File: config.mk
export PLATFORM = sky130hd
export DESIGN_NAME = mrs_crc
export DESIGN_NICKNAME = d
export VERILOG_FILES = /design/src/hw/rtl/mrs_pkg.sv /design/src/hw/rtl/mrs_crc.sv
export SDC_FILE = /design/constraint.sdc
export NUM_CORES = 1
export LEC_CHECK = 0
export BUFFER_PORTS_ARGS = -buffer_cell sky130_fd_sc_hd__buf_4
export CAP_MARGIN = 20
export CORE_MARGIN = 5
export CORE_UTILIZATION = 55
export CTS_CLUSTER_DIAMETER = 100
export DETAILED_ROUTE_END_ITERATION = 10
export PLACE_DENSITY = 0.84
export SETUP_SLACK_MARGIN = 0.15
export SYNTH_ARGS = -nofsm -noshare
export SYNTH_HDL_FRONTEND = slang
export SYNTH_SLANG_ARGS = --single-unit
export TNS_END_PERCENT = 50
File: constraint.sdc
create_clock -name clk -period 2.7 [get_ports clk]
set_input_delay 0.135 -clock clk [delete_from_list [all_inputs] [get_ports clk]]
set_output_delay 0.135 -clock clk [all_outputs]
set_load 0.005 [all_outputs]
File: src/hw/rtl/mrs_pkg.sv
// shared types and constants for the modbus rtu slave frame engine
package mrs_pkg;

  localparam int REG_COUNT_DEF     = 128;
  localparam int MAX_READ_REGS_DEF = 29;

  localparam logic [7:0]  OPEN_ID  = 8'd247;
  localparam logic [15:0] CRC_INIT = 16'hFFFF;
  localparam logic [15:0] CRC_POLY = 16'hA001;

  localparam logic [7:0] FUNC_RD_HOLD = 8'd3;
  localparam logic [7:0] FUNC_RD_INP  = 8'd4;
  localparam logic [7:0] FUNC_WR      = 8'd6;

  localparam logic [1:0] CMD_NONE    = 2'd0;
  localparam logic [1:0] CMD_RD_HOLD = 2'd1;
  localparam logic [1:0] CMD_RD_INP  = 2'd2;
  localparam logic [1:0] CMD_WR      = 2'd3;

  localparam logic RES_TX   = 1'b0;
  localparam logic RES_READ = 1'b1;

  localparam logic [1:0] CFG_DEVICE_ID = 2'd0;

  typedef enum logic [2:0] {
    K_RX      = 3'd0,
    K_END     = 3'd1,
    K_WR_HOLD = 3'd2,
    K_WR_INP  = 3'd3,
    K_RD_HOLD = 3'd4,
    K_RD_INP  = 3'd5
  } kind_t;

  typedef enum logic [3:0] {
    S_CLEAR,
    S_IDLE,
    S_LREAD,
    S_CHK_FEED,
    S_CHK_WAIT,
    S_CHK_CMP,
    S_R_NEXT,
    S_R_MEM,
    S_R_WAIT,
    S_CRC_LO,
    S_CRC_HI
  } state_t;

  typedef struct packed {
    logic       init;
    logic       start;
    logic [7:0] din;
  } crc_ctl_t;

  typedef struct packed {
    logic wr_en;
    logic wr_inp;
    logic rd_en;
    logic rd_inp;
  } mem_ctl_t;

endpackage

File: src/hw/rtl/mrs_crc.sv
// bit-serial crc-16 unit, one bit per cycle
module mrs_crc (
  input  logic            clk,
  input  logic            rst_n,
  input  mrs_pkg::crc_ctl_t ctl,
  output logic [15:0]     crc,
  output logic            busy
);

  logic [15:0] crc_r, crc_nxt;
  logic [7:0]  sh_r, sh_nxt;
  logic [3:0]  cnt_r, cnt_nxt;
  logic        fb;

  assign busy = (cnt_r != 4'd0);
  assign crc  = crc_r;
  assign fb   = crc_r[0] ^ sh_r[0];

  always_comb begin
    crc_nxt = crc_r;
    sh_nxt  = sh_r;
    cnt_nxt = cnt_r;
    if (ctl.init) begin
      crc_nxt = mrs_pkg::CRC_INIT;
    end else if (ctl.start) begin
      sh_nxt  = ctl.din;
      cnt_nxt = 4'd8;
    end else if (busy) begin
      crc_nxt = {1'b0, crc_r[15:1]} ^ (fb ? mrs_pkg::CRC_POLY : 16'd0);
      sh_nxt  = {1'b0, sh_r[7:1]};
      cnt_nxt = cnt_r - 4'd1;
    end
  end

  always_ff @(posedge clk) begin
    if (!rst_n) begin
      crc_r <= mrs_pkg::CRC_INIT;
      cnt_r <= 4'd0;
    end else begin
      crc_r <= crc_nxt;
      cnt_r <= cnt_nxt;
    end
    sh_r <= sh_nxt;
  end

endmodule

After elaboration in Yosys (flattened, before gate mapping)
Cells that the tools add are included.
{"block": "classes", "addsub": 1, "muxes": 5, "bitwise": 5, "n_reduce_logical": 5}
{"operator": "16-bit two-way mux", "n": 1}
{"operator": "8-bit two-way mux", "n": 2}
{"operator": "15-bit by 16-bit bitwise XOR with 16-bit output", "n": 1}
{"operator": "4-bit two-way mux", "n": 2}
{"operator": "2-bit AND reduction", "n": 2}
{"operator": "4-bit nonzero test", "n": 1}
{"operator": "4-bit by 1-bit subtractor with 4-bit output, second input constant", "n": 1}
{"operator": "1-bit inverter", "n": 3}
{"operator": "2-bit nonzero test", "n": 1}
{"operator": "2-bit OR reduction", "n": 1}
{"operator": "1-bit bitwise XOR", "n": 1}
{"block": "totals", "regBits": 28, "inputBits": 12, "output_inout_bits": 17, "elab_cells": 19}

Depth between registers and ports, before layout
{"block": "logic_depth", "ltp_word": 3, "ltp_mapped": 7, "ltp_nobuf": 6}

Worst setup path after synthesis
No wires, ideal clock.
{"block": "synth_timing", "kind": "register to register", "startpoint": "register cnt_r[0]", "endpoint": "register sh_r[0], enable pin", "setup_time_ps": 355, "arrival_ps": 1231, "t_required_ps": 2345, "setup_slack_ps": 1114, "path_stages_with_launch": 6, "path_buffers": 1, "period_less_slack_ps": 1586, "path_cell_list": "dfxtp_1 > inv_1 > ha_1 > nor3b_4 > buf_6 > a21oi_2"}
{"block": "synth_via", "elab_chain_cells": 3}
{"item": "start, declared", "line": "mrs_crc.sv:12", "rtl": "logic [3:0] cnt_r, cnt_nxt;"}
{"item": "start signal, assigned", "line": "mrs_crc.sv:41", "rtl": "cnt_r <= cnt_nxt;"}
{"item": "4-bit nonzero test", "line": "mrs_crc.sv:15", "rtl": "assign busy = (cnt_r != 4'd0);"}
{"item": "2-bit nonzero test (no source line)"}
{"item": "2-bit AND reduction (no source line)"}
{"item": "end signal, assigned", "line": "mrs_crc.sv:43", "rtl": "sh_r <= sh_nxt;"}
{"item": "end, declared", "line": "mrs_crc.sv:11", "rtl": "logic [7:0] sh_r, sh_nxt;"}
Every way passes these cells.
A chain may end at the register's enable or synchronous reset.

Final worst setup path
{"block": "layout_timing", "startpoint": "register cnt_r[0]", "endpoint": "output busy"}
{"block": "layout_via", "elab_chain_cells": 1}
{"item": "4-bit nonzero test", "line": "mrs_crc.sv:15"}
{"item": "end, declared", "line": "mrs_crc.sv:7", "rtl": "output logic busy"}
Every way passes these cells.

==> impl_metrics.ini <==
[run_status]
status = finished clean

[clock_tree]
cts_num_sinks = 28
post_cts.repair.setup_buffers = 0
cts_buffers = 3
path_clk_slew_ns = 0.15
clockBufferDepth = 2
cts_tree = built
clockRootBuffer = clkbuf_4
cts_hold_buffers = 0
cts-resized-gates = 0
insertion_delay_ns = 0.33
h-tree-depth = 1

[global_route]
antenna_found_initial = 0
grt-ovfl-total = 0
grt_start_max_net_pins = 31
grt_pass1_vias = 954
grt_pass1_wl_um = 4350
grt_util_all_layers_pct = 16.6

[sta]
setup_viol = 0
finClkSkew_ns = 0.00601
relSlewSlack_pct = 40.0
worst_slew_pin_slew_ns = 0.898
fmax_ghz = 0.414
drv_slew = 0
rsz0062_at_grt = false
fin_crit_sh_pct = 89.5
period_needed_ns = 2.42
setup_tns_ns = 0
finalHoldViolations = 0

[worst_setup_path]
cp.required_ns = 2.57
crit_fanout = 21
critPathSlowestCell = nor3b_4
critPathLaunchType = flop
r2r_slack_ns = 0.54
path_cells = inv_1 > ha_1 > nor3b_4 > inv_2 > buf_4
cp-end-kind = output pin
r2r-start = cnt_r[0]
arrival_ns = 2.28
setup.worst_path.class = flop to output pin
slowest_delay_ns = 0.77
cp-startpoint = cnt_r[0]

[placement]
dpl_cell_area_mm2 = 0.00139
routabilityCongestion = 0.663
hpwl_um = 1730
io_buffers = 28
dp_cells = 165

[cells_and_area]
fin_util_pct = 66.9
layout.nets = 155
antenna_cells = 0
area_growth_pct = 18.5
stdcell_area_mm2 = 0.00144
fillers = 177
drive_gt1_share_pct = 31.9
finalNonFillerCells = 169

[synth]
synth_commonest_cells = 27 x nand3_1, 20 x dfxtp_1, 15 x o21ai_1, 8 x edfxtp_1, 7 x mux2_2
synth_ff_type = dfxtp_1
postSynthCellCount = 117
yosysUniqueCellTypes = 29
yosysTopAreaCell = dfxtp_1
async_flop_share_pct = 0
yosysMostFrequentCell = nand3_1
synth_edf_count = 8
synth_seq_area_share_pct = 52.8
syn_avg_cell_area_um2 = 10.4
syn_nets = 130
synth_top_area_share_pct = 33.0
synth_warnings = 0
synth_area_mm2 = 0.00121
synth.area.top_cells = dfxtp_1 33%, edfxtp_1 20%, nand3_1 11%
synth_seq_cells = 28

[floorplan]
rows = 17
ios = 29
die-height_um = 57.0
die_x_um = 57.0
fp.coreArea_mm2 = 0.00215
initial_core_util_pct = 56.4
dieArea_mm2 = 0.00324

[worst_hold_path]
hp-start = ctl[7]
hp-class = primary input to flop

[drt]
wl_um = 2550
drc = 0
via_count = 987
drt_iter0_drc = 42
routed_via_density = 5.84
wl_per_cell_um = 15.1
first_pass_iters = 5
antenna_left = 0

[power_and_ir_drop]
finalPower_uw = 855
clkPwrFrac_pct = 27.8
swShare_pct = 25.8
combPwrFrac_pct = 17.1
ir_worst_vdd_uv = 379
p_per_area_mw_per_mm2 = 595
p_int_uw = 634
seq_power_share_pct = 55.1
p_sw_uw = 221
p_leak_nw = 0.537

[job]
drv_cap = 0
==> flip-flops by register name (all words and copies together) (netlist names) <==
| name | count |
|---|---|
| crc | 16 |
| sh_r | 8 |
| cnt_r | 4 |
==> layer usage <==
layer / global-route usage (%) / part of all wire (%) / vias up
met5: 0 / 0 / -
met4: 5.96 / 1.7 / 0
met3: 2.71 / 5.8 / 8
met2: 29.5 / 50 / 41
met1: 20.0 / 42 / 462
li1: - / - / 476
==> worst max-delay path: cells and delay by family, from the launching register on <==
kind / cells / cell delay [ns]
and+or+nand+nor: 1 / 0.77
adders and majority gates: 1 / 0.22
DFF: 1 / 0.35
buffers and inverters: 3 / 0.60
==> path summary, 6_finish.rpt <==
check	cells past startpoint	to
setup reg to reg	6	crc[8]
setup / recovery	5	busy
hold / removal	2	sh_r[7]
hold reg to reg	2	cnt_r[1]
==> final cells by class <==
| class | count | area (µm²) | area share (%) |
|---|---|---|---|
| inverter | 5 | 18.8 | 1.31 |
| sequential | 28 | 641 | 44.6 |
| multi-input combinational | 76 | 484 | 33.7 |
| tap | 28 | 35.0 | 2.44 |
| clock buffer | 4 | 47.5 | 3.31 |
| timing repair buffer | 28 | 210 | 14.6 |
==> power groups by stage <==
stage          Combinational (mW)  Sequential, mW  Clock (mW)
6_report                    0.146           0.472       0.237
4_1_cts                     0.145           0.472       0.241
3_5_place_dp                0.145           0.481           0
3_3_place_gp                0.136           0.479           0
2_1_floorplan               0.114           0.478           0
5_1_grt                     0.162           0.475       0.261
==> kinds of logic (layout without fill, tap and decap cells) <==
| logic type | count (synthesis) | in the layout | share of synthesized area (%) |
|---|---|---|---|
| AND/OR/NAND/NOR | 39 | 39 | 17.4 |
| flip-flops | 28 | 28 | 52.8 |
| buffers and inverters | 13 | 37 | 7.22 |
| adder cells (fa/ha/maj) | 1 | 1 | 1.03 |
| multiplexers | 7 | 7 | 6.50 |
| XOR/XNOR | 3 | 3 | 2.17 |
| AO/OA/AOI/OAI | 26 | 26 | 12.8 |
==> layout by cell type, fill, tap and decap left out, types with 2 or more instances in the layout <==
| cell | count |
|---|---|
| o311ai_1 | 2 |
| o21ai_0 | 2 |
| inv_2 | 3 |
| mux2_2 | 7 |
| buf_4 | 28 |
| o21ai_1 | 15 |
| inv_1 | 2 |
| nor2_1 | 2 |
| edfxtp_1 | 8 |
| dfxtp_1 | 20 |
| nand3_1 | 27 |
| nand2_1 | 4 |
| clkbuf_4 | 3 |
| o31ai_1 | 2 |
| xnor2_1 | 2 |
==> through the flow <==
step	worst slack, ns	hold WS (ns)
after floorplan	1.11	0.270
after global placement	0.804	0.423
after detailed placement	0.615	0.435
after CTS	0.335	0.0839
after global routing	0.168	0.0712
final	0.285	0.0858
No activity file was read; power rests on OpenSTA's default activity.
