<file path="src/hw/rtl/mrs_pkg.sv">
// shared types and constants for the modbus rtu slave frame engine
package mrs_pkg;

  localparam int REG_COUNT_DEF     = 128;
  localparam int MAX_READ_REGS_DEF = 29;

  localparam logic [7:0]  OPEN_ID  = 8'd247;
  localparam logic [15:0] CRC_INIT = 16'hFFFF;
  localparam logic [15:0] CRC_POLY = 16'hA001;

  localparam logic [7:0] FUNC_RD_HOLD = 8'd3;
  localparam logic [7:0] FUNC_RD_INP  = 8'd4;
  localparam logic [7:0] FUNC_WR      = 8'd6;

  localparam logic [1:0] CMD_NONE    = 2'd0;
  localparam logic [1:0] CMD_RD_HOLD = 2'd1;
  localparam logic [1:0] CMD_RD_INP  = 2'd2;
  localparam logic [1:0] CMD_WR      = 2'd3;

  localparam logic RES_TX   = 1'b0;
  localparam logic RES_READ = 1'b1;

  localparam logic [1:0] CFG_DEVICE_ID = 2'd0;

  typedef enum logic [2:0] {
    K_RX      = 3'd0,
    K_END     = 3'd1,
    K_WR_HOLD = 3'd2,
    K_WR_INP  = 3'd3,
    K_RD_HOLD = 3'd4,
    K_RD_INP  = 3'd5
  } kind_t;

  typedef enum logic [3:0] {
    S_CLEAR,
    S_IDLE,
    S_LREAD,
    S_CHK_FEED,
    S_CHK_WAIT,
    S_CHK_CMP,
    S_R_NEXT,
    S_R_MEM,
    S_R_WAIT,
    S_CRC_LO,
    S_CRC_HI
  } state_t;

  typedef struct packed {
    logic       init;
    logic       start;
    logic [7:0] din;
  } crc_ctl_t;

  typedef struct packed {
    logic wr_en;
    logic wr_inp;
    logic rd_en;
    logic rd_inp;
  } mem_ctl_t;

endpackage

</file>
<file path="src/hw/rtl/mrs_regfile.sv">
// holding and input register memories with clearing pass after reset
module mrs_regfile #(
  parameter int REG_COUNT = mrs_pkg::REG_COUNT_DEF,
  parameter int AW        = $clog2(REG_COUNT)
) (
  input  logic              clk,
  input  logic              rst_n,
  input  mrs_pkg::mem_ctl_t ctl,
  input  logic [AW-1:0]     wr_addr,
  input  logic [15:0]       wr_data,
  input  logic [AW-1:0]     rd_addr,
  output logic [15:0]       rd_data,
  output logic              clearing
);

  logic [15:0]   hold_mem [REG_COUNT];
  logic [15:0]   inp_mem  [REG_COUNT];
  logic [15:0]   hold_q_r, inp_q_r;
  logic          rd_inp_r;
  logic          clearing_r;
  logic [AW-1:0] clr_cnt_r;

  assign clearing = clearing_r;
  assign rd_data  = rd_inp_r ? inp_q_r : hold_q_r;

  always_ff @(posedge clk) begin
    if (!rst_n) begin
      clearing_r <= 1'b1;
      clr_cnt_r  <= '0;
    end else if (clearing_r) begin
      clr_cnt_r <= clr_cnt_r + AW'(1);
      if (clr_cnt_r == AW'(REG_COUNT - 1)) begin
        clearing_r <= 1'b0;
      end
    end
  end

  always_ff @(posedge clk) begin
    if (clearing_r) begin
      hold_mem[clr_cnt_r] <= 16'd0;
    end else if (ctl.wr_en && !ctl.wr_inp) begin
      hold_mem[wr_addr] <= wr_data;
    end
    if (ctl.rd_en) begin
      hold_q_r <= hold_mem[rd_addr];
    end
  end

  always_ff @(posedge clk) begin
    if (clearing_r) begin
      inp_mem[clr_cnt_r] <= 16'd0;
    end else if (ctl.wr_en && ctl.wr_inp) begin
      inp_mem[wr_addr] <= wr_data;
    end
    if (ctl.rd_en) begin
      inp_q_r  <= inp_mem[rd_addr];
      rd_inp_r <= ctl.rd_inp;
    end
  end

endmodule

</file>
<file path="config.mk">
export PLATFORM = sky130hd
export DESIGN_NAME = mrs_regfile
export DESIGN_NICKNAME = d
export VERILOG_FILES = /design/src/hw/rtl/mrs_pkg.sv /design/src/hw/rtl/mrs_regfile.sv
export SDC_FILE = /design/constraint.sdc
export NUM_CORES = 2
export LEC_CHECK = 0
export BUFFER_PORTS_ARGS = -buffer_cell sky130_fd_sc_hd__clkbuf_2
export CAP_MARGIN = 15
export CORE_MARGIN = 5
export CORE_UTILIZATION = 30
export DETAILED_ROUTE_END_ITERATION = 16
export HOLD_SLACK_MARGIN = 0.05
export PLACE_DENSITY_LB_ADDON = 0.08
export RECOVER_POWER = 50
export SLEW_MARGIN = 20
export SYNTH_ARGS = -nofsm -noshare
export SYNTH_HDL_FRONTEND = slang
export SYNTH_SLANG_ARGS = --single-unit
</file>
<file path="constraint.sdc">
create_clock -name clk -period 4.9 [get_ports clk]
set_clock_uncertainty 0.15 [all_clocks]
set_input_delay 0 -clock clk [delete_from_list [all_inputs] [get_ports clk]]
set_output_delay 0 -clock clk [all_outputs]
set_load 0.02 [all_outputs]
</file>
* After elaboration in Yosys (flattened, before gate mapping) *
Memories as Yosys holds them, arrays and structs flattened. A register that Yosys moved wholly into a read port is not among the register bits.
Cells that the tools add are included.

word-level totals
  flip-flop bits (word level) = 9
  bits in writable memories = 4,096
  bits of input ports = 36
  logic and storage cells = 29
  memories kept = 2

operators by class
  $add $sub $neg = 1
  equality and inequality tests = 1
  mux-type cells = 17
  reductions and logical operators = 5

memory list
  name      words  bits a word  read ports  clocked after Yosys merged registers in  write ports  line               text
  hold_mem  128    16           1           1                                        1            mrs_regfile.sv:16  logic [15:0] hold_mem [REG_COUNT];
  inp_mem   128    16           1           1                                        1            mrs_regfile.sv:17  logic [15:0] inp_mem [REG_COUNT];

operators by type and width
  kind                 count
  $mux 16              3
  $reduce_or 16->1     2
  $mux 7               2
  $mux 1               12
  $add 7x1->7 const B  1
  $eq 7x7->1 const B   1
  $logic_and 1x1->1    2
  $logic_not 1->1      1

* Longest topological paths before layout *
  depth after elaboration = 7
  mapped depth = 8

* Least setup slack after synthesis *
OpenSTA, ideal clock, no wires.

  kind = register to register
  from = register clearing_r, in the netlist clearing
  to = memory hold_mem[0][0] (data pin)
  setup time = 0.534 ns
  arrival time = 2.990 ns
  setup slack = 1.225 ns
  stages on the path, launching flop included = 5
  buffers on the path = 2
  clock period less this slack = 3.675 ns
  cell sequence = dfxtp_1 > clkbuf_1 > nor3b_1 > clkbuf_1 > and2_1

on the way
  cells in the longest elaborated chain, start to end = 4

ends and longest elaborated chain
  element                            line               text
  start, declared                    mrs_regfile.sv:20  logic clearing_r;
  start signal, assigned             mrs_regfile.sv:28  clearing_r <= 1'b1;
  start signal, assigned             mrs_regfile.sv:33  clearing_r <= 1'b0;
  $mux 1                             mrs_regfile.sv:39  if (clearing_r) begin
  $mux 1 (implied by the code)       mrs_regfile.sv:42  hold_mem[wr_addr] <= wr_data;
  $reduce_or 16->1 (no source line)  -
  $mux 16 (no source line)           -
  end, declared                      mrs_regfile.sv:16

Every way passes these cells.

* Final worst setup path *
  from = register clearing_r, in the netlist clearing
  to = memory inp_mem[73][11], enable pin

on the way
  cells in the longest elaborated chain, start to end = 4
  elaborated cells on any way between the ends = 7
  classes of those cells = mux: 6; reduce/logical: 1

ends and longest elaborated chain
  element                                                   line               text
  $mux 1                                                    mrs_regfile.sv:50  if (clearing_r) begin
  $mux 1 (implied by the code)                              mrs_regfile.sv:53  inp_mem[wr_addr] <= wr_data;
  $reduce_or 16->1 (no source line)                         -
  $mux 7 (no source line) / $mux 1 (equally long branches)  -
  end, declared                                             mrs_regfile.sv:17

Several ways; a longest one is shown, not always the timed one.

==> flow_metrics.py <==
metrics = {
    "outcome": {
        "status": "finished, violations left",
        "violations": "max-capacitance violations, max-slew violations",
    },
    "yosys": {
        "syn_avg_cell_area_um2": 25.1,
        "syn_area_um2": 158000,
        "ys_types": 33,
        "ys_warn_count": 0,
        "synth_edf_count": 4129,
        "ys_ff_latch": 4137,
        "synth_nets": 6335,
        "yosysSeqAreaShare_pct": 78.4,
        "async_reset_ff_share_pct": 0,
        "syn_inst": 6298,
        "ys.flop_type": "edfxtp_1",
    },
    "setup_path": {
        "r2r_end": "inp_mem[73][11]$_DFFE_PP_",
        "r2r-start": "clearing$_SDFF_PN1_",
        "path_max_fanout": 13,
        "cp.required_ns": 5.44,
        "endpoint_kind": "flip-flop",
        "critPathKind": "flip-flop to flip-flop",
        "rr_worst_depth": 6,
        "arrival_ns": 4.88,
        "reg2reg_slack_ns": 0.56,
        "start_kind": "flip-flop",
    },
    "global_route": {
        "grt_pass1_vias": 75400,
        "grt_first_pass_wirelength_mm": 654,
        "grt.overflow.total": 0,
        "grt_start_max_net_pins": 129,
        "antenna_found_initial": 50,
        "grt.total_usage_pct": 17.4,
    },
    "route": {
        "vias_per_cell": 4.99,
        "drc": 0,
        "drt-total-wl_mm": 478,
        "drtIter0Drc": 6798,
        "wl_per_cell_um": 33.2,
        "dr_total_vias": 71900,
        "drtAntennaViolNets": 0,
        "first_pass_iters": 5,
    },
    "worst_hold_path": {
        "hold_class": "input pin to flip-flop",
        "min_from": "rd_addr[2]",
        "min_to": "inp_q_r[14]$_DFFE_PP_",
        "hold_depth": 5,
    },
    "timing": {
        "slew_headroom_pct": -121,
        "finalSetupViolations": 0,
        "worst_slew_pin_slew_ns": 3.31,
        "period_minus_slack_ns": 4.34,
        "fin_ws_ns": 0.562,
        "rsz0062_at_grt": "false",
        "setup_tns_ns": 0,
        "maxSlewViolCount": 1366,
        "fin_crit_sh_pct": 88.5,
        "finalHoldViolCount": 0,
        "clock.fmax_ghz": 0.231,
    },
    "place": {
        "hpwlAfterDp_mm": 291,
        "pre_cts_ws_ns": 0.913,
        "port_buffers": 52,
        "gp_congestion": 0.754,
    },
    "clocking": {
        "cts-root-buf": "clkbuf_16",
        "tritoncts": "built",
        "clock_path_buffers": 4,
        "htree_levels": 5,
        "clkTransAtPathRegs_ns": 0.06,
        "cts_made_buffers": 463,
        "cts_sinks": 4137,
        "clk_latency_ns": 1.01,
        "cts_resized": 0,
    },
    "floorplanning": {
        "pin_count": 53,
        "fp-row-count": 266,
        "core_um2": 526000,
        "die_area_um2": 542000,
        "die_y_um": 737,
        "die_x_um": 737,
        "initial_core_util_pct": 30.1,
    },
    "final_layout": {
        "area_delta_synth_final_pct": 17.5,
        "final_nets": 7073,
        "nFillCells": 48000,
        "fin_util_pct": 35.4,
        "final_common_cell": "edfxtp_1",
        "drive_above_1_share_pct": 35.8,
        "layout_common_cells": "4129 x edfxtp_1, 1344 x mux4_2, 469 x clkbuf_16, 352 x buf_4, 155 x clkbuf_1",
    },
    "run": {
        "drv_cap": 36,
    },
    "pwr": {
        "p_per_area_nw_per_um2": 407,
        "ir_worst_vdd_uv": 280,
        "p_leak_nw": 59.7,
    },
}
[worst max-delay path, stage by stage, from the launching register on]
cell	delay (ns)
dfxtp_1	0.56
nand3b_1	0.17
buf_4	0.23
mux2_1	0.36
nand3_1	1.13
nor2_1	1.12
buf_12	0.25
[synthesized netlist by cell type, types with 2 or more instances]
cell / n / area, µm²
o21ai_0: 3 / 15.0
nor2_1: 269 / 1010
buf_1: 61 / 229
nand2_1: 56 / 210
buf_6: 2 / 22.5
mux2_2: 55 / 619
a21boi_0: 2 / 15.0
clkbuf_1: 194 / 728
edfxtp_1: 4129 / 124000
or3_1: 2 / 12.5
xnor2_1: 3 / 26.3
mux2i_1: 20 / 200
dfxtp_1: 8 / 160
nand3_1: 14 / 70.1
and2_1: 36 / 225
nand4_1: 2 / 12.5
nand2b_1: 12 / 75.1
buf_2: 72 / 360
mux4_2: 1344 / 30300
[power by group]
group          leakage, nW  switching [mW]  internal, mW  total, mW
Sequential            39.9          0.0755          38.5       38.6
Clock                 7.24            14.2          19.9       34.0
Combinational         12.5            1.90          1.33       3.23
[metrics by stage]
step | instances | power [mW] | cell area [µm²] | hold slack (ns)
floorplan | 6298 | 41.1 | 158000 | -0.0881
global placement | 13500 | 42.6 | 171000 | 0.0343
detailed placement | 13500 | 42.6 | 171000 | 0.0286
CTS | 14400 | 77.0 | 186000 | 0.0648
global route | 14400 | 78.5 | 186000 | 0.119
finish | 14400 | 75.8 | 186000 | 0.202
[cell type report]
| class | count | area, µm² | area share, % |
|---|---|---|---|
| sequential | 4137 | 124000 | 66.7 |
| multi-input combinational | 1830 | 33200 | 17.8 |
| clock buffer | 558 | 12100 | 6.48 |
| tap | 6968 | 8720 | 4.68 |
| timing repair buffer | 603 | 5180 | 2.78 |
| clock inverter | 289 | 2720 | 1.46 |
| antenna | 29 | 72.6 | 0.0390 |
| inverter | 1 | 3.75 | 0.00202 |
[flip-flops by register name, indices dropped and copies added (netlist names)]
name,count
hold_mem,2048
clearing,1
inp_mem,2048
hold_q_r,16
clr_cnt_r,7
inp_q_r,16
rd_inp_r,1
[timing repair]
item                                   4_1_cts  5_1_grt
setup buffers                                0        0
endpoints found under the hold margin     3310        0
hold buffers                                48        0
[worst max-delay path by stage]
stage / start / depth (start not counted) / to
after floorplan: clearing$_SDFF_PN1_ / 4 / hold_mem[0][0]$_DFFE_PP_
final: clearing$_SDFF_PN1_ / 6 / inp_mem[73][11]$_DFFE_PP_
after detailed placement: clearing$_SDFF_PN1_ / 6 / inp_mem[8][7]$_DFFE_PP_
after CTS: clearing$_SDFF_PN1_ / 6 / inp_mem[8][7]$_DFFE_PP_
after global placement: clearing$_SDFF_PN1_ / 6 / inp_mem[8][7]$_DFFE_PP_
after global routing: clearing$_SDFF_PN1_ / 7 / inp_mem[122][4]$_DFFE_PP_
[per-layer routing]
metal / wire length [µm] / GRT usage, % / vias up
met5: 23 / 0 / -
met4: 11400 / 3.87 / 4
met3: 22600 / 2.45 / 554
met2: 224000 / 27.6 / 1746
met1: 220000 / 25.6 / 40600
li1: - / - / 29000
[cell families after synthesis]
kind of cell | Yosys count | synth area share [%]
adder cells (fa/ha/maj) | 1 | 0.00790
buffers and inverters | 331 | 0.853
multiplexers | 1419 | 19.6
AND/OR/NAND/NOR | 397 | 1.05
flip-flops | 4137 | 78.4
AO/OA/AOI/OAI | 9 | 0.0356
XOR/XNOR | 4 | 0.0221
Note: power is estimated with default switching activity, not from simulation.
