File: config.mk
export PLATFORM = sky130hd
export DESIGN_NAME = mrs_ctrl
export DESIGN_NICKNAME = d
export VERILOG_FILES = /design/src/hw/rtl/mrs_pkg.sv /design/src/hw/rtl/mrs_ctrl.sv
export SDC_FILE = /design/constraint.sdc
export NUM_CORES = 1
export LEC_CHECK = 0
export ABC_AREA = 1
export BUFFER_PORTS_ARGS = -buffer_cell sky130_fd_sc_hd__buf_2
export CAP_MARGIN = 20
export CORE_MARGIN = 2
export CORE_UTILIZATION = 25
export DETAILED_ROUTE_END_ITERATION = 16
export GPL_ROUTABILITY_DRIVEN = 0
export GPL_TIMING_DRIVEN = 0
export SYNTH_ARGS = -nofsm -noshare
export SYNTH_HDL_FRONTEND = slang
export SYNTH_SLANG_ARGS = --single-unit
File: constraint.sdc
create_clock -name clk -period 7.09 [get_ports clk]
set_clock_uncertainty 0.2 [all_clocks]
set_input_delay 0.709 -clock clk [delete_from_list [all_inputs] [get_ports clk]]
set_output_delay 0.709 -clock clk [all_outputs]
set_load 0.01 [all_outputs]
File: src/hw/rtl/mrs_pkg.sv
// shared types and constants for the modbus rtu slave frame engine
package mrs_pkg;

  localparam int REG_COUNT_DEF     = 128;
  localparam int MAX_READ_REGS_DEF = 29;

  localparam logic [7:0]  OPEN_ID  = 8'd247;
  localparam logic [15:0] CRC_INIT = 16'hFFFF;
  localparam logic [15:0] CRC_POLY = 16'hA001;

  localparam logic [7:0] FUNC_RD_HOLD = 8'd3;
  localparam logic [7:0] FUNC_RD_INP  = 8'd4;
  localparam logic [7:0] FUNC_WR      = 8'd6;

  localparam logic [1:0] CMD_NONE    = 2'd0;
  localparam logic [1:0] CMD_RD_HOLD = 2'd1;
  localparam logic [1:0] CMD_RD_INP  = 2'd2;
  localparam logic [1:0] CMD_WR      = 2'd3;

  localparam logic RES_TX   = 1'b0;
  localparam logic RES_READ = 1'b1;

  localparam logic [1:0] CFG_DEVICE_ID = 2'd0;

  typedef enum logic [2:0] {
    K_RX      = 3'd0,
    K_END     = 3'd1,
    K_WR_HOLD = 3'd2,
    K_WR_INP  = 3'd3,
    K_RD_HOLD = 3'd4,
    K_RD_INP  = 3'd5
  } kind_t;

  typedef enum logic [3:0] {
    S_CLEAR,
    S_IDLE,
    S_LREAD,
    S_CHK_FEED,
    S_CHK_WAIT,
    S_CHK_CMP,
    S_R_NEXT,
    S_R_MEM,
    S_R_WAIT,
    S_CRC_LO,
    S_CRC_HI
  } state_t;

  typedef struct packed {
    logic       init;
    logic       start;
    logic [7:0] din;
  } crc_ctl_t;

  typedef struct packed {
    logic wr_en;
    logic wr_inp;
    logic rd_en;
    logic rd_inp;
  } mem_ctl_t;

endpackage

File: src/hw/rtl/mrs_ctrl.sv
// frame collection, check and reply sequencer with output register
module mrs_ctrl #(
  parameter int REG_COUNT     = mrs_pkg::REG_COUNT_DEF,
  parameter int MAX_READ_REGS = mrs_pkg::MAX_READ_REGS_DEF,
  parameter int AW            = $clog2(REG_COUNT)
) (
  input  logic                clk,
  input  logic                rst_n,
  input  logic [7:0]          dev_id,
  input  logic                in_valid,
  output logic                in_ready,
  input  logic [2:0]          in_kind,
  input  logic [7:0]          in_rx_byte,
  input  logic [6:0]          in_reg_index,
  input  logic [15:0]         in_reg_value,
  output logic                out_valid,
  input  logic                out_ready,
  output logic                out_result_kind,
  output logic [7:0]          out_tx_byte,
  output logic                out_last,
  output logic [15:0]         out_read_value,
  output logic [1:0]          out_cmd_code,
  output logic [15:0]         out_cmd_addr,
  output logic [15:0]         out_cmd_value,
  output mrs_pkg::crc_ctl_t   crc_ctl,
  input  logic [15:0]         crc,
  input  logic                crc_busy,
  output mrs_pkg::mem_ctl_t   mem_ctl,
  output logic [AW-1:0]       wr_addr,
  output logic [15:0]         wr_data,
  output logic [AW-1:0]       rd_addr,
  input  logic [15:0]         rd_data,
  input  logic                clearing
);

  mrs_pkg::state_t state_r, state_nxt;

  logic [7:0]    fs_r [8];
  logic [3:0]    cnt_r;
  logic [1:0]    code_r;
  logic [7:0]    id_r;
  logic [5:0]    pos_r;
  logic [5:0]    total_r;
  logic [AW-1:0] ptr_r;
  logic [15:0]   word_r;
  logic          lr_ok_r;

  logic          out_valid_r;
  logic          res_kind_r;
  logic [7:0]    tx_r;
  logic          last_r;
  logic [15:0]   rv_r;
  logic [1:0]    code_out_r;
  logic [15:0]   addr_out_r;
  logic [15:0]   val_out_r;

  logic          acc;
  logic          out_take;
  logic          tx_load;
  logic [7:0]    tx_byte;
  logic          tx_last;
  logic          lr_load;
  logic [7:0]    fs_rd;
  logic [15:0]   f_addr, f_val;
  logic          addr_ok;
  logic [1:0]    f_code;
  logic          frame_go;
  logic          crc_ok;
  logic          rd_bad;
  logic          idx_ok;
  logic          is_data;
  logic          seq_done;

  assign acc      = in_valid && in_ready;
  assign out_take = out_valid_r && out_ready;
  assign fs_rd    = fs_r[pos_r[2:0]];
  assign f_addr   = {fs_r[2], fs_r[3]};
  assign f_val    = {fs_r[4], fs_r[5]};
  assign addr_ok  = (fs_r[0] == dev_id) || (fs_r[0] == mrs_pkg::OPEN_ID);
  assign crc_ok   = (crc == {fs_r[7], fs_r[6]});
  assign idx_ok   = 32'(in_reg_index) < 32'(REG_COUNT);
  assign rd_bad   = (f_val == 16'd0) || (32'(f_val) > 32'(MAX_READ_REGS))
                    || ((17'(f_addr) + 17'(f_val)) > 17'(REG_COUNT));
  assign is_data  = (code_r != mrs_pkg::CMD_WR) && (pos_r >= 6'd3);
  assign seq_done = (pos_r + 6'd1) == total_r;

  always_comb begin
    case (fs_r[1])
      mrs_pkg::FUNC_RD_HOLD: f_code = mrs_pkg::CMD_RD_HOLD;
      mrs_pkg::FUNC_RD_INP:  f_code = mrs_pkg::CMD_RD_INP;
      mrs_pkg::FUNC_WR:      f_code = mrs_pkg::CMD_WR;
      default:               f_code = mrs_pkg::CMD_NONE;
    endcase
  end

  assign frame_go = (cnt_r == 4'd8) && addr_ok && (f_code != mrs_pkg::CMD_NONE);

  // next state
  always_comb begin
    state_nxt = state_r;
    case (state_r)
      mrs_pkg::S_CLEAR: begin
        if (!clearing) state_nxt = mrs_pkg::S_IDLE;
      end
      mrs_pkg::S_IDLE: begin
        if (acc) begin
          case (in_kind)
            mrs_pkg::K_END:     if (frame_go) state_nxt = mrs_pkg::S_CHK_FEED;
            mrs_pkg::K_RD_HOLD: state_nxt = mrs_pkg::S_LREAD;
            mrs_pkg::K_RD_INP:  state_nxt = mrs_pkg::S_LREAD;
            default:            state_nxt = mrs_pkg::S_IDLE;
          endcase
        end
      end
      mrs_pkg::S_LREAD:    state_nxt = mrs_pkg::S_IDLE;
      mrs_pkg::S_CHK_FEED: state_nxt = mrs_pkg::S_CHK_WAIT;
      mrs_pkg::S_CHK_WAIT: begin
        if (!crc_busy) begin
          state_nxt = (pos_r == 6'd5) ? mrs_pkg::S_CHK_CMP : mrs_pkg::S_CHK_FEED;
        end
      end
      mrs_pkg::S_CHK_CMP: begin
        if (!crc_ok || (code_r != mrs_pkg::CMD_WR && rd_bad)) begin
          state_nxt = mrs_pkg::S_IDLE;
        end else begin
          state_nxt = mrs_pkg::S_R_NEXT;
        end
      end
      mrs_pkg::S_R_NEXT: begin
        state_nxt = (is_data && pos_r[0]) ? mrs_pkg::S_R_MEM : mrs_pkg::S_R_WAIT;
      end
      mrs_pkg::S_R_MEM: state_nxt = mrs_pkg::S_R_WAIT;
      mrs_pkg::S_R_WAIT: begin
        if (!crc_busy && !out_valid_r) begin
          state_nxt = seq_done ? mrs_pkg::S_CRC_LO : mrs_pkg::S_R_NEXT;
        end
      end
      mrs_pkg::S_CRC_LO: state_nxt = mrs_pkg::S_CRC_HI;
      mrs_pkg::S_CRC_HI: begin
        if (!out_valid_r) state_nxt = mrs_pkg::S_IDLE;
      end
      default: state_nxt = mrs_pkg::S_IDLE;
    endcase
  end

  // outputs of the sequencer
  always_comb begin
    in_ready    = 1'b0;
    crc_ctl     = '0;
    mem_ctl     = '0;
    wr_addr     = AW'(in_reg_index);
    wr_data     = in_reg_value;
    rd_addr     = AW'(in_reg_index);
    tx_load     = 1'b0;
    tx_byte     = 8'd0;
    tx_last     = 1'b0;
    lr_load     = 1'b0;
    case (state_r)
      mrs_pkg::S_IDLE: begin
        in_ready = !out_valid_r;
        if (acc) begin
          case (in_kind)
            mrs_pkg::K_END: crc_ctl.init = 1'b1;
            mrs_pkg::K_WR_HOLD: mem_ctl.wr_en = idx_ok;
            mrs_pkg::K_WR_INP: begin
              mem_ctl.wr_en  = idx_ok;
              mem_ctl.wr_inp = 1'b1;
            end
            mrs_pkg::K_RD_HOLD: mem_ctl.rd_en = 1'b1;
            mrs_pkg::K_RD_INP: begin
              mem_ctl.rd_en  = 1'b1;
              mem_ctl.rd_inp = 1'b1;
            end
            default: ;
          endcase
        end
      end
      mrs_pkg::S_LREAD: lr_load = 1'b1;
      mrs_pkg::S_CHK_FEED: begin
        crc_ctl.start = 1'b1;
        crc_ctl.din   = fs_rd;
      end
      mrs_pkg::S_CHK_CMP: begin
        crc_ctl.init  = 1'b1;
        wr_addr       = AW'(f_addr);
        wr_data       = f_val;
        mem_ctl.wr_en = crc_ok && (code_r == mrs_pkg::CMD_WR)
                        && (32'(f_addr) < 32'(REG_COUNT));
      end
      mrs_pkg::S_R_NEXT: begin
        rd_addr = ptr_r;
        if (is_data && pos_r[0]) begin
          mem_ctl.rd_en  = 1'b1;
          mem_ctl.rd_inp = (code_r == mrs_pkg::CMD_RD_INP);
        end else begin
          tx_load = 1'b1;
          if (is_data) begin
            tx_byte = word_r[7:0];
          end else if (pos_r == 6'd0) begin
            tx_byte = id_r;
          end else if (pos_r == 6'd1) begin
            tx_byte = fs_r[1];
          end else if (code_r == mrs_pkg::CMD_WR) begin
            tx_byte = fs_rd;
          end else begin
            tx_byte = {fs_r[5][6:0], 1'b0};
          end
          crc_ctl.start = 1'b1;
          crc_ctl.din   = tx_byte;
        end
      end
      mrs_pkg::S_R_MEM: begin
        tx_load       = 1'b1;
        tx_byte       = rd_data[15:8];
        crc_ctl.start = 1'b1;
        crc_ctl.din   = rd_data[15:8];
      end
      mrs_pkg::S_CRC_LO: begin
        tx_load = 1'b1;
        tx_byte = crc[7:0];
      end
      mrs_pkg::S_CRC_HI: begin
        if (!out_valid_r) begin
          tx_load      = 1'b1;
          tx_byte      = crc[15:8];
          tx_last      = 1'b1;
          crc_ctl.init = 1'b1;
        end
      end
      default: ;
    endcase
  end

  // control registers
  always_ff @(posedge clk) begin
    if (!rst_n) begin
      state_r     <= mrs_pkg::S_CLEAR;
      cnt_r       <= 4'd0;
      out_valid_r <= 1'b0;
    end else begin
      state_r <= state_nxt;
      if (acc && in_kind == mrs_pkg::K_RX && cnt_r < 4'd8) begin
        cnt_r <= cnt_r + 4'd1;
      end else if (acc && in_kind == mrs_pkg::K_END) begin
        cnt_r <= 4'd0;
      end
      if (tx_load || lr_load) begin
        out_valid_r <= 1'b1;
      end else if (out_take) begin
        out_valid_r <= 1'b0;
      end
    end
  end

  // frame store and payload
  always_ff @(posedge clk) begin
    if (acc && in_kind == mrs_pkg::K_RX && cnt_r < 4'd8) begin
      fs_r[cnt_r[2:0]] <= in_rx_byte;
    end
    if (acc) begin
      lr_ok_r <= idx_ok;
      code_r  <= f_code;
      id_r    <= (fs_r[0] == mrs_pkg::OPEN_ID) ? mrs_pkg::OPEN_ID : dev_id;
      pos_r   <= 6'd0;
    end
    if (state_r == mrs_pkg::S_CHK_WAIT && !crc_busy && pos_r != 6'd5) begin
      pos_r <= pos_r + 6'd1;
    end
    if (state_r == mrs_pkg::S_CHK_CMP) begin
      pos_r   <= 6'd0;
      ptr_r   <= AW'(f_addr);
      total_r <= (code_r == mrs_pkg::CMD_WR) ? 6'd6 : 6'd3 + {f_val[4:0], 1'b0};
    end
    if (state_r == mrs_pkg::S_R_NEXT && is_data && pos_r[0]) begin
      ptr_r <= ptr_r + AW'(1);
    end
    if (state_r == mrs_pkg::S_R_MEM) begin
      word_r <= rd_data;
    end
    if (state_r == mrs_pkg::S_R_WAIT && !crc_busy && !out_valid_r && !seq_done) begin
      pos_r <= pos_r + 6'd1;
    end
    if (tx_load) begin
      res_kind_r <= mrs_pkg::RES_TX;
      tx_r       <= tx_byte;
      last_r     <= tx_last;
      rv_r       <= 16'd0;
      code_out_r <= code_r;
      addr_out_r <= f_addr;
      val_out_r  <= f_val;
    end else if (lr_load) begin
      res_kind_r <= mrs_pkg::RES_READ;
      tx_r       <= 8'd0;
      last_r     <= 1'b0;
      rv_r       <= lr_ok_r ? rd_data : 16'd0;
      code_out_r <= mrs_pkg::CMD_NONE;
      addr_out_r <= 16'd0;
      val_out_r  <= 16'd0;
    end
  end

  assign out_valid       = out_valid_r;
  assign out_result_kind = res_kind_r;
  assign out_tx_byte     = tx_r;
  assign out_last        = last_r;
  assign out_read_value  = rv_r;
  assign out_cmd_code    = code_out_r;
  assign out_cmd_addr    = addr_out_r;
  assign out_cmd_value   = val_out_r;

`ifndef ASSERT_OFF
  a_crc_start_idle: assert property (@(posedge clk) disable iff (!rst_n)
    crc_ctl.start |-> !crc_busy)
    else $error("crc started while busy");

  a_load_free: assert property (@(posedge clk) disable iff (!rst_n)
    (tx_load || lr_load) |-> !out_valid_r)
    else $error("output register overwritten");

  a_count_cap: assert property (@(posedge clk) disable iff (!rst_n)
    cnt_r <= 4'd8)
    else $error("frame count beyond eight");

  a_no_request_busy: assert property (@(posedge clk) disable iff (!rst_n)
    in_ready |-> (state_r == mrs_pkg::S_IDLE && !clearing))
    else $error("request taken outside idle");
`endif

endmodule

# Word level (Yosys, flattened, before mapping)
# Memory sizes are Yosys's and may differ from the RTL's. A register that Yosys moved wholly into a read port is not among the register bits.
# Cells that the tools add are included.
[totals] register_bits=106 ramBits=64 in_bits=80 output_inout_bits=106 wordCells=170 mem_count=1
[classes] n_addsub=5 order_cmp=5 n_eq_ne=35 mux=65 reduce_logical=43
[memory_table] memory="fs_r" words=8 word_bits=8 rd=9 rd_ports_with_merged_regs=1 write_ports=1 line="mrs_ctrl.sv:38" text="logic [7:0] fs_r [8];"
[op_table] operator="2-to-1 mux 16 bit" n=4
[op_table] operator="2-to-1 mux 8 bit" n=8
[op_table] operator="2-to-1 mux 4 bit" n=11
[op_table] operator="one-hot mux 4 bit (10 select lines)" n=1
[op_table] operator="one-hot mux 8 bit (4 select lines)" n=1
[op_table] operator="2-to-1 mux 7 bit" n=4
[op_table] operator="one-hot mux 9 bit (3 select lines)" n=1
[op_table] operator="2-to-1 mux 6 bit" n=4
[op_table] operator="logical AND 1 bit" n=20
[op_table] operator="2-to-1 mux 1 bit" n=18
[op_table] operator="adder 16 x 16 -> 17 bit" n=1
[op_table] operator="greater-than comparator 17 x 8 -> 1 bit (second input constant)" n=1
[op_table] operator="equality test 16 bit" n=1
[op_table] operator="equality test 4 x 3 -> 1 bit (second input constant)" n=4
[op_table] operator="equality test 4 bit (second input constant)" n=4
[op_table] operator="equality test 8 x 3 -> 1 bit (second input constant)" n=2
[op_table] operator="greater-than comparator 16 x 5 -> 1 bit (second input constant)" n=1
[op_table] operator="logical NOT 16 bit" n=1
[op_table] operator="< comparator 16 x 8 -> 1 bit (second input constant)" n=1
[op_table] operator="!= test 2 bit (second input constant)" n=6
[op_table] operator="nonzero test 2 bit" n=5
[op_table] operator="2-to-1 mux 3 bit" n=3
[op_table] operator="2-to-1 mux 9 bit" n=1
[op_table] operator="equality test 4 x 2 -> 1 bit (second input constant)" n=2
[op_table] operator="other kinds (33)" n=48

# Logic depth before layout (Yosys ltp)
# Gate-level depths: netlist of run 1.
# An unclocked memory read counts as a cell.
[depth] ltp_word=9 depth_mapped=19 ltp_nobuf=19

# Least setup slack after synthesis of run 1
# OpenSTA, ideal clock, no wires.
[synth_path] path_type="register -> register" from="reg pos_r[0]" to="reg addr_out_r[0], in the netlist out_cmd_addr[0], enable pin" setup_ps=397 t_arrival_ps=2405 required_time_ps=6493 setup_slack_ps=4088 stages_incl_launch_ff=15 cell_sequence="edfxtp_1 -> ha_1 -> inv_1 -> nand3_1 -> nand2_1 -> nor2_2 -> inv_2 -> nand2_2 -> inv_2 -> nor2_4 -> inv_2 -> nor3_4 -> inv_2 -> nor2_2 -> inv_1"
[synth_via] elab_chain_cells=6
[synth_lines] element="start: declaration" line="mrs_ctrl.sv:42" text="logic [5:0] pos_r;"
[synth_lines] element="start signal: assignment" line="mrs_ctrl.sv:267" text="pos_r <= pos_r + 6'd1;"
[synth_lines] element="start signal: assignment" line="mrs_ctrl.sv:281" text="pos_r <= pos_r + 6'd1;"
[synth_lines] element=">= comparator 6 x 2 -> 1 bit" line="mrs_ctrl.sv:84" text="assign is_data = (code_r != mrs_pkg::CMD_WR) && (pos_r >= 6'd3);"
[synth_lines] element="logical AND 1 bit" line="mrs_ctrl.sv:84"
[synth_lines] element="logical AND 1 bit *" line="mrs_ctrl.sv:192" text="if (is_data && pos_r[0]) begin"
[synth_lines] element="2-to-1 mux 1 bit *" line="mrs_ctrl.sv:192"
[synth_lines] element="one-hot mux 1 bit (3 select lines) *" line="mrs_ctrl.sv:158" text="case (state_r)"
[synth_lines] element="nonzero test 2 bit (no source line) *"
[synth_lines] element="end signal: assignment" line="mrs_ctrl.sv:289" text="addr_out_r <= f_addr;"
[synth_lines] element="end: declaration" line="mrs_ctrl.sv:54" text="logic [15:0] addr_out_r;"
# Every way passes the cells marked *; elsewhere a longest branch is shown, timed or not.
# A chain may end at the register's enable or synchronous reset.

==> impl_metrics.json, run 1 <==
{
  "multi_input_area_mm2": 0.00400,
  "via_per_inst": 4.62,
  "initial_core_util": 0.254,
  "startpoint": "state_r[2]$_SDFFE_PN0P_",
  "crit_type": "reg -> out",
  "clockRootBuffer": "clkbuf_16",
  "io_pins": 186,
  "grt_overflow": 0,
  "crit_family": "simple AND/OR/NAND/NOR gates",
  "core_area_mm2": 0.0377,
  "clk_transition_reported_paths_ps": 70,
  "dp_hpwl_um": 25700,
  "antenna_found_initial": 11,
  "cts_hold_buf": 0,
  "worstMarginPinSlew_ps": 864,
  "firstDrtPassIters": 5,
  "hp-class": "reg -> reg",
  "clockBufferDepth": 2,
  "clock_sinks": 173,
  "cp_common_cell": "inv_1",
  "maxSlewViolCount": 0,
  "crit_required_ps": 6180,
  "wl_per_cell_um": 16.8,
  "path_buf_inv": 5,
  "status": "finished, final reports clean",
  "area_delta_synth_final_pct": 23.6,
  "setup_viol": 0,
  "peakVddDrop_mv": 0.168,
  "cp_slowest_cell": "nor2_1",
  "cellLeakagePower_nw": 5.24,
  "dieArea_mm2": 0.0399,
  "max_freq_ghz": 0.249,
  "seqCellArea_mm2": 0.00490,
  "finalSetupTns_ps": 0,
  "nNetsFinal": 1455,
  "synth_nets": 1243,
  "clk-insertion-delay-late_ps": 430,
  "cp.arrival_ps": 3110,
  "numCtsBuffers": 17,
  "syn-cell-area_mm2": 0.00958,
  "critPathCaptureType": "primary output",
  "hold_viol": 0,
  "io_buffers": 185,
  "power_density_mw_per_mm2": 200,
  "syn_inst": 1137,
  "post_cts_resized": 0,
  "cts_tree": "built",
  "ys_warn_count": 0,
  "row_count": 71,
  "rsz0062_at_grt": "false",
  "synth.distinct_cells": 43,
  "path_max_fanout": 10,
  "reg2reg_from": "code_r[1]$_DFFE_PP_",
  "finalCritPeriodShare": 0.566,
  "fin_ws_ps": 3070,
  "place_ws_ps": 3470,
  "die_h_um": 200,
  "cp-start-kind": "flop",
  "ys_seq_area_frac": 0.512,
  "fillers": 4023,
  "syn_avg_cell_area_um2": 8.43,
  "die_x_um": 200,
  "drive_above_1_share": 0.203,
  "synth_seq_cells": 173,
  "first_iter_violations": 668,
  "worst_slew_margin_rel": 0.424,
  "hold_path.startpoint": "out_read_value[6]$_SDFFE_PP0P_",
  "wl_um": 31600,
  "grt_usage": 0.156,
  "cts_setup_buffers": 0,
  "cts_max_level": 4,
  "postRouteAntennaNets": 0,
  "critical_path.cell_chain": "inv_1 > nor2_1 > inv_1 > nor2_1 > inv_1 > clkbuf_1 > nor4_1 > nand4_1 > nand2_1 > buf_2",
  "route.detailed.drc": 0,
  "vias": 8685,
  "grt_pass1_vias": 8256,
  "grt_max_degree": 35,
  "drv_cap": 0,
  "grt_pass1_wl_um": 46500,
  "layout_min_cycle_time_ps": 4020,
  "cpPeakStageDelay_ps": 570
}
-- synth_stat cells --
library cell / instances / area share
ha_1: 25 / 0.033
nor4_1: 5 / 0.0033
o21ai_0: 95 / 0.050
clkbuf_1: 18 / 0.0071
nand3b_1: 4 / 0.0031
nor3_4: 1 / 0.0017
nor2_4: 2 / 0.0024
nor3_1: 15 / 0.0078
xor2_1: 26 / 0.024
clkinv_1: 2 / 0.00078
nor3_2: 3 / 0.0031
a21oi_2: 9 / 0.0082
and2_1: 1 / 0.00065
or2_2: 10 / 0.0065
o2111ai_1: 1 / 0.00091
nor2_2: 5 / 0.0033
inv_1: 138 / 0.054
dfxtp_1: 29 / 0.061
nand2_2: 3 / 0.0020
buf_6: 1 / 0.0012
and3_1: 1 / 0.00065
o21a_1: 2 / 0.0016
nor4_4: 2 / 0.0044
or2_1: 1 / 0.00065
inv_2: 9 / 0.0035
nand3_1: 55 / 0.029
nand2_1: 283 / 0.11
edfxtp_1: 144 / 0.45
a21oi_1: 62 / 0.032
buf_2: 8 / 0.0042
a2111oi_1: 1 / 0.0010
a211oi_1: 1 / 0.00078
fa_1: 1 / 0.0021
xnor2_1: 10 / 0.0091
o21bai_1: 1 / 0.00078
o21ai_1: 4 / 0.0021
o31ai_1: 1 / 0.00078
a22oi_1: 4 / 0.0031
a31oi_1: 3 / 0.0020
o22ai_1: 8 / 0.0052
o211ai_1: 5 / 0.0039
nand4_1: 16 / 0.010
nor2_1: 122 / 0.048
-- worst reg2reg max path, delay by kind of cell (launching register included) --
kind	cells	cell delay, ps
flip-flops	1	440
buffers and inverters	6	820
AND/OR/NAND/NOR	7	1670
-- sequential cells by signal, indices dropped and copies added, names as in the netlist, named ones only --
register         flops
cnt_r                4
out_cmd_value       16
out_cmd_code         2
word_r               8
out_result_kind      1
id_r                 8
ptr_r                7
code_r               2
state_r              4
fs_r                64
total_r              6
out_read_value      16
out_tx_byte          8
out_cmd_addr        16
out_last             1
out_valid            1
pos_r                6
-- final cells by class --
type,count,area share
diodes,6,0.00127
plain buffers,27,0.0100
clock buffers,22,0.0437
clock inverters,10,0.00824
inverters,149,0.0472
multi-input cells,788,0.338
flip-flops and latches,173,0.414
well taps,511,0.0540
repair buffers,193,0.0835
-- layout by cell type (no fill, tap or decap), types with 4 or more instances in the layout --
master / n
clkbuf_1: 19
a21oi_2: 9
o22ai_1: 8
ha_1: 25
nand4_1: 16
buf_2: 197
a21oi_1: 62
diode_2: 6
nor4_1: 5
or2_2: 10
o21ai_1: 4
o211ai_1: 5
nand3_1: 55
clkbuf_16: 20
o21ai_0: 95
nand3b_1: 4
inv_1: 137
dfxtp_1: 29
xnor2_1: 10
edfxtp_1: 144
a22oi_1: 4
nand2_1: 283
inv_2: 10
nor2_1: 122
xor2_1: 26
nor3_1: 15
nor2_2: 5
-- layer usage --
layer	vias up	wire length, µm	global-route usage
met2	289	15600	0.269
met5	-	114	0
met1	4071	12700	0.185
li1	4225	-	-
met4	16	1160	0.0743
met3	84	2000	0.0333
-- worst paths after layout --
kind / end / slack (ps) / depth (start not counted)
worst max register to register: out_cmd_addr[7]$_SDFFCE_PN0P_ / 3650 / 13
worst min-delay path: out_read_value[6]$_SDFFE_PP0P_ / 260 / 2
worst max-delay path: mem_ctl[3] / 3070 / 10
worst min register to register: out_read_value[6]$_SDFFE_PP0P_ / 260 / 2
-- report_power, final --
part | total, W | leakage [nW] | internal, W | switching, W
sequential | 0.00116 | 1.56 | 0.00113 | 0.0000221
combinational | 0.000236 | 3.38 | 0.0000947 | 0.000141
clock | 0.000971 | 0.302 | 0.000561 | 0.000410
-- kinds of logic (layout without fill, tap and decap cells) --
group,Yosys count,count (layout),synth area share
simple gates,529,529,0.237
compound gates,197,197,0.112
buf+inv,176,401,0.0708
flops,173,173,0.512
xor+xnor,36,36,0.0329
fa+ha+maj,26,26,0.0347
other cells,0,6,0
-- through the flow --
| stage | instance area [µm²] | hold slack [ps] | instances | power [W] | util |
|---|---|---|---|---|---|
| 6_report | 11800 | 259 | 1879 | 0.00236 | 0.314 |
| 3_3_place_gp | 11100 | 252 | 1833 | 0.00141 | 0.296 |
| 3_5_place_dp | 11200 | 254 | 1840 | 0.00141 | 0.297 |
| 4_1_cts | 11800 | 261 | 1872 | 0.00237 | 0.314 |
| 2_1_floorplan | 9580 | 279 | 1137 | 0.00130 | - |
| 5_1_grt | 11800 | 260 | 1875 | 0.00244 | 0.314 |
(Power assumes the default switching activity.)
==> run 2, diff against run 1 <==
==> constraint.sdc (replaced) <==
create_clock -name clk -period 3.95 [get_ports clk]
set_clock_uncertainty 0.2 [all_clocks]
set_input_delay 0.395 -clock clk [delete_from_list [all_inputs] [get_ports clk]]
set_output_delay 0.395 -clock clk [all_outputs]
set_load 0.01 [all_outputs]
==> run 2 against run 1 <==
Effect of this change: sequential share of layout area down 0.30 points; cell count rose by 0.48%; global-route usage about the same; setup slack worse by 2700 ps; non-clock buffer count increased by 8; wire length is 0.31% higher; clock power rose by 79%; first-iteration DRC count is 10% lower; via count grew 0.33%; critical path depth grew 3; count of clock-buffer cells in the layout did not move; total power grew 80%.
==> impl_metrics.json, run 2 (same netlist as run 1, synthesis figures left out) <==
{
  "status": "finished, final reports clean",
  "layout_common_cells": "nand2_1, buf_2, edfxtp_1, inv_1, nor2_1",
  "clk_transition_reported_paths_ps": 70,
  "clockRootBuffer": "clkbuf_16",
  "maxSlewViolCount": 0,
  "grt_pass1_wl_um": 46600,
  "dp_hpwl_um": 25700,
  "grt_overflow": 0,
  "wl_um": 31700,
  "drive_above_1_share": 0.203,
  "via_per_inst": 4.62,
  "cp_slowest_cell": "edfxtp_1",
  "crit_type": "reg -> out",
  "nNetsFinal": 1463,
  "layout_commonest_cell": "nand2_1",
  "numCtsBuffers": 17,
  "drv_cap": 0,
  "power_density_mw_per_mm2": 356,
  "vias": 8714,
  "finalCritPeriodShare": 0.913,
  "internal_power_w": 0.00322,
  "path_max_fanout": 10,
  "firstDrtPassIters": 5,
  "finalSetupTns_ps": 0,
  "reg2reg_from": "code_r[1]$_DFFE_PP_",
  "crit_family": "compound AO/OA/AOI/OAI gates",
  "hold_viol": 0,
  "rr_worst_depth": 13,
  "grt_max_degree": 35,
  "die_x_um": 200,
  "route.detailed.drc": 0,
  "critPathCaptureType": "primary output",
  "power_frac_clock": 0.409,
  "critical_path.cell_chain": "inv_1 > ha_1 > inv_1 > nor3_2 > inv_1 > clkbuf_1 > o21ai_0 > a31oi_1 > o22ai_1 > a21oi_1 > a21oi_1 > nand2_1 > buf_2",
  "final_cells": 1888,
  "clockBufferDepth": 2,
  "power_switching_share": 0.242,
  "layout_min_cycle_time_ps": 3610,
  "largest_reg_flops": 64,
  "hold_path_depth": 4,
  "initial_core_util": 0.254,
  "r2r_end": "out_cmd_addr[7]$_SDFFCE_PN0P_",
  "cellLeakagePower_nw": 5.27,
  "cts_max_level": 4,
  "core_area_mm2": 0.0377,
  "p_seq_frac": 0.489,
  "clk-insertion-delay-late_ps": 430,
  "place_inst": 1840,
  "postRouteAntennaNets": 0,
  "fin_ws_ps": 342,
  "row_count": 71,
  "worstMarginPinSlew_ps": 873,
  "grt_usage": 0.156,
  "worst_slew_margin_rel": 0.416,
  "cts_tree": "built",
  "io_pins": 186,
  "cp_common_cell": "inv_1",
  "rsz0062_at_grt": "false",
  "hp-class": "in -> reg",
  "die_h_um": 200,
  "area_delta_synth_final_pct": 24.5,
  "io_buffers": 185,
  "cpPeakStageDelay_ps": 440,
  "first_iter_violations": 601,
  "switchingPower_w": 0.00103,
  "max_freq_ghz": 0.277,
  "crit_required_ps": 3360,
  "setup_viol": 0,
  "p_comb_frac": 0.102,
  "grt_pass1_vias": 8314,
  "cts_setup_buffers": 0,
  "cp.arrival_ps": 3010,
  "place_ws_ps": 546,
  "r2r_slack_ps": 520,
  "hold_path.startpoint": "out_ready",
  "path_buf_inv": 5,
  "peakVddDrop_mv": 0.302,
  "whs_endpoint": "out_valid$_SDFFE_PN0P_",
  "clock_sinks": 173,
  "wl_per_cell_um": 16.8,
  "antenna_found_initial": 11,
  "dieArea_mm2": 0.0399,
  "cp-start-kind": "flop"
}
## run 2: worst min-delay path: stages
cell,delay [ps]
buf_2,80
o21ai_1,50
nand2_1,50
inv_1,30
## run 2: what timing repair did
item	CTS	global route
hold buffers	8	0
gates resized for setup	0	1
hold endpoints to repair	8	0
setup endpoints to repair	0	1
## run 2: how the worst max path moves through the flow
stage	start	to	slack, ps	cells past startpoint
2_1_floorplan	pos_r[0]$_DFFE_PN_	out_cmd_addr[0]$_SDFFCE_PN0P_	950	14
3_3_place_gp	pos_r[0]$_DFFE_PN_	out_cmd_addr[11]$_SDFFCE_PN0P_	-150	14
6_report	pos_r[1]$_DFFE_PN_	crc_ctl[2]	340	13
4_1_cts	state_r[2]$_SDFFE_PN0P_	mem_ctl[3]	170	10
5_1_grt	pos_r[1]$_DFFE_PN_	crc_ctl[2]	210	13
3_5_place_dp	code_r[1]$_DFFE_PP_	out_cmd_addr[14]$_SDFFCE_PN0P_	550	13
## run 2: cell type report
class | count | area (µm²)
clock inverters | 10 | 97.6
multi-input cells | 788 | 4000
repair buffers | 201 | 1070
well taps | 511 | 639
flip-flops and latches | 173 | 4900
plain buffers | 27 | 119
clock buffers | 22 | 518
fillers | 4014 | 25700
diodes | 7 | 17.5
inverters | 149 | 559
## run 2: power groups by stage
stage	clock network [W]	registers (W)	logic [W]
after global placement	0	0.00211	0.000416
after global routing	0.00183	0.00208	0.000479
final	0.00174	0.00208	0.000431
after floorplan	0	0.00214	0.000197
after detailed placement	0	0.00211	0.000423
after CTS	0.00176	0.00208	0.000430
## run 2: per-stage QoR
step | instance area, µm² | util | power (W) | hold slack, ps
finish | 11900 | 0.317 | 0.00425 | 19.0
global route | 11900 | 0.316 | 0.00439 | 28.9
CTS | 11900 | 0.316 | 0.00427 | 15.2
detailed placement | 11200 | 0.297 | 0.00254 | 254
global placement | 11100 | 0.296 | 0.00253 | 252
floorplan | 9580 | - | 0.00234 | 279
## run 2: routing by layer
metal | wire length (µm) | vias up | GRT usage | share of wire
li1 | - | 4246 | - | -
met1 | 12700 | 4053 | 0.185 | 0.40
met2 | 15500 | 305 | 0.269 | 0.49
met3 | 2050 | 94 | 0.0333 | 0.065
met4 | 1230 | 16 | 0.0763 | 0.039
met5 | 114 | - | 0 | 0.0036
==> run 3, diff against run 2 <==
--- a/config.mk
+++ b/config.mk
@@ -6,7 +6,7 @@
 export NUM_CORES = 1
 export LEC_CHECK = 0
 export ABC_AREA = 1
-export BUFFER_PORTS_ARGS = -buffer_cell sky130_fd_sc_hd__buf_2
+export BUFFER_PORTS_ARGS = -buffer_cell sky130_fd_sc_hd__buf_4
 export CAP_MARGIN = 20
 export CORE_MARGIN = 2
 export CORE_UTILIZATION = 25
==> run 3 against run 2 <==
Effect of this change: hold slack improved by 1.6 ps; global-route usage grew 0.29 points; via count barely moved; maximum frequency shrank 0.54%; count of clock-buffer cells in the layout down 5; critical path type unchanged; critical endpoint unchanged.
==> impl_metrics.json, run 3 (same netlist as run 1, synthesis figures left out) <==
{
  "cellLeakagePower_nw": 5.41,
  "largest_reg_flops": 64,
  "nNetsFinal": 1465,
  "crit_family": "compound AO/OA/AOI/OAI gates",
  "path_buf_inv": 5,
  "worstMarginPinSlew_ps": 876,
  "cts_tree": "built",
  "clk-insertion-delay-late_ps": 440,
  "setup_viol": 0,
  "hold_viol": 0,
  "core_area_mm2": 0.0377,
  "drv_cap": 0,
  "maxSlewViolCount": 0,
  "route.detailed.drc": 0,
  "io_pins": 186,
  "firstDrtPassIters": 7,
  "cp_common_cell": "inv_1",
  "multi_input_area_mm2": 0.00400,
  "io_buffers": 185,
  "finalSetupTns_ps": 0,
  "fillers": 3977,
  "die_x_um": 200,
  "cts_max_level": 4,
  "layout_common_cells": "nand2_1, buf_4, edfxtp_1, inv_1, nor2_1",
  "layout_commonest_cell": "nand2_1",
  "die_h_um": 200,
  "layout_min_cycle_time_ps": 3630,
  "initial_core_util": 0.254,
  "grt_overflow": 0,
  "via_per_inst": 4.63,
  "dieArea_mm2": 0.0399,
  "max_freq_ghz": 0.276,
  "wl_per_cell_um": 17.0,
  "rsz0062_at_grt": "false",
  "cp.arrival_ps": 3030,
  "row_count": 71,
  "clock_sinks": 173,
  "status": "finished, final reports clean",
  "cpPeakStageDelay_ps": 460,
  "drive_above_1_share": 0.204,
  "power_density_mw_per_mm2": 347,
  "wl_um": 32000,
  "clockBufferDepth": 2,
  "final_util": 0.328,
  "grt_pass1_wl_um": 47700,
  "grt_max_degree": 35,
  "area_delta_synth_final_pct": 29.1,
  "finalCritPeriodShare": 0.918,
  "seqCellArea_mm2": 0.00490,
  "cp_slowest_cell": "nor3_2",
  "crit_required_ps": 3360,
  "postRouteAntennaNets": 0,
  "vias": 8717,
  "numCtsBuffers": 17,
  "grt_usage": 0.159,
  "cp-start-kind": "flop",
  "peakVddDrop_mv": 0.286,
  "critPathCaptureType": "primary output",
  "antenna_found_initial": 0,
  "hp-class": "in -> reg",
  "grt_pass1_vias": 8538,
  "dp_hpwl_um": 25900,
  "path_max_fanout": 10,
  "clockRootBuffer": "clkbuf_16",
  "clk_transition_reported_paths_ps": 70,
  "antenna_cells": 0,
  "crit_type": "reg -> out",
  "critical_path.cell_chain": "inv_1 > ha_1 > inv_1 > nor3_2 > inv_1 > clkbuf_1 > o21ai_0 > a31oi_1 > o22ai_1 > a21oi_1 > a21oi_1 > nand2_1 > buf_4",
  "worst_slew_margin_rel": 0.415,
  "first_iter_violations": 671
}
run 3: cell types whose count changed in the layout (fill, tap and decap cells not counted), sizes merged:
cell         change
inv              +7
dlygate4sd3      +2
clkbuf           -5
clkinvlp         -1
clkinv           -1
diode            -7
run 3: path summary, 6_finish.rpt:
path,startpoint,slack [ps],cells past startpoint,to
worst max-delay path,pos_r[1]$_DFFE_PN_,320,13,crc_ctl[2]
worst min-delay path,in_rx_byte[2],20,1,fs_r[0][2]$_DFFE_PP_
worst max register to register,code_r[1]$_DFFE_PP_,480,15,out_valid$_SDFFE_PN0P_
worst min register to register,out_read_value[3]$_SDFFE_PP0P_,270,2,out_read_value[3]$_SDFFE_PP0P_
run 3: what timing repair did:
action,CTS,global route
hold buffers,10,0
buffers inserted,0,0
setup endpoints to repair,0,1
hold endpoints to repair,9,0
resized for setup,0,1
run 3: where the power goes:
group | internal, W | total, W | switching, W
Sequential | 0.00204 | 0.00208 | 0.0000409
Combinational | 0.000238 | 0.000496 | 0.000258
Clock | 0.000905 | 0.00172 | 0.000811
Total | 0.00318 | 0.00429 | 0.00111
run 3: routing by layer:
layer,global-route usage,up-vias,share of wire
li1,-,4238,-
met1,0.196,4086,0.40
met2,0.272,320,0.49
met3,0.0274,73,0.068
met4,0.0730,0,0.039
met5,0,-,0
run 3: layout make-up:
cell class                 count  area share
multi-input combinational    788       0.324
tap                          511      0.0517
clock inverter                15      0.0136
buffer                        27     0.00961
clock buffer                  17      0.0344
inverter                     149      0.0452
timing repair buffer         203       0.125
sequential                   173       0.397
run 3: metrics by stage:
step                setup slack [ps]  hold WS [ps]  instances  cell area (µm²)  power (W)
floorplan                        948           279       1137             9580    0.00234
global placement                -160           257       1833            11600    0.00259
detailed placement               578           262       1840            11700    0.00260
CTS                              125          14.2       1882            12400    0.00431
global route                     135          17.6       1883            12400    0.00443
finish                           323          20.6       1883            12400    0.00429
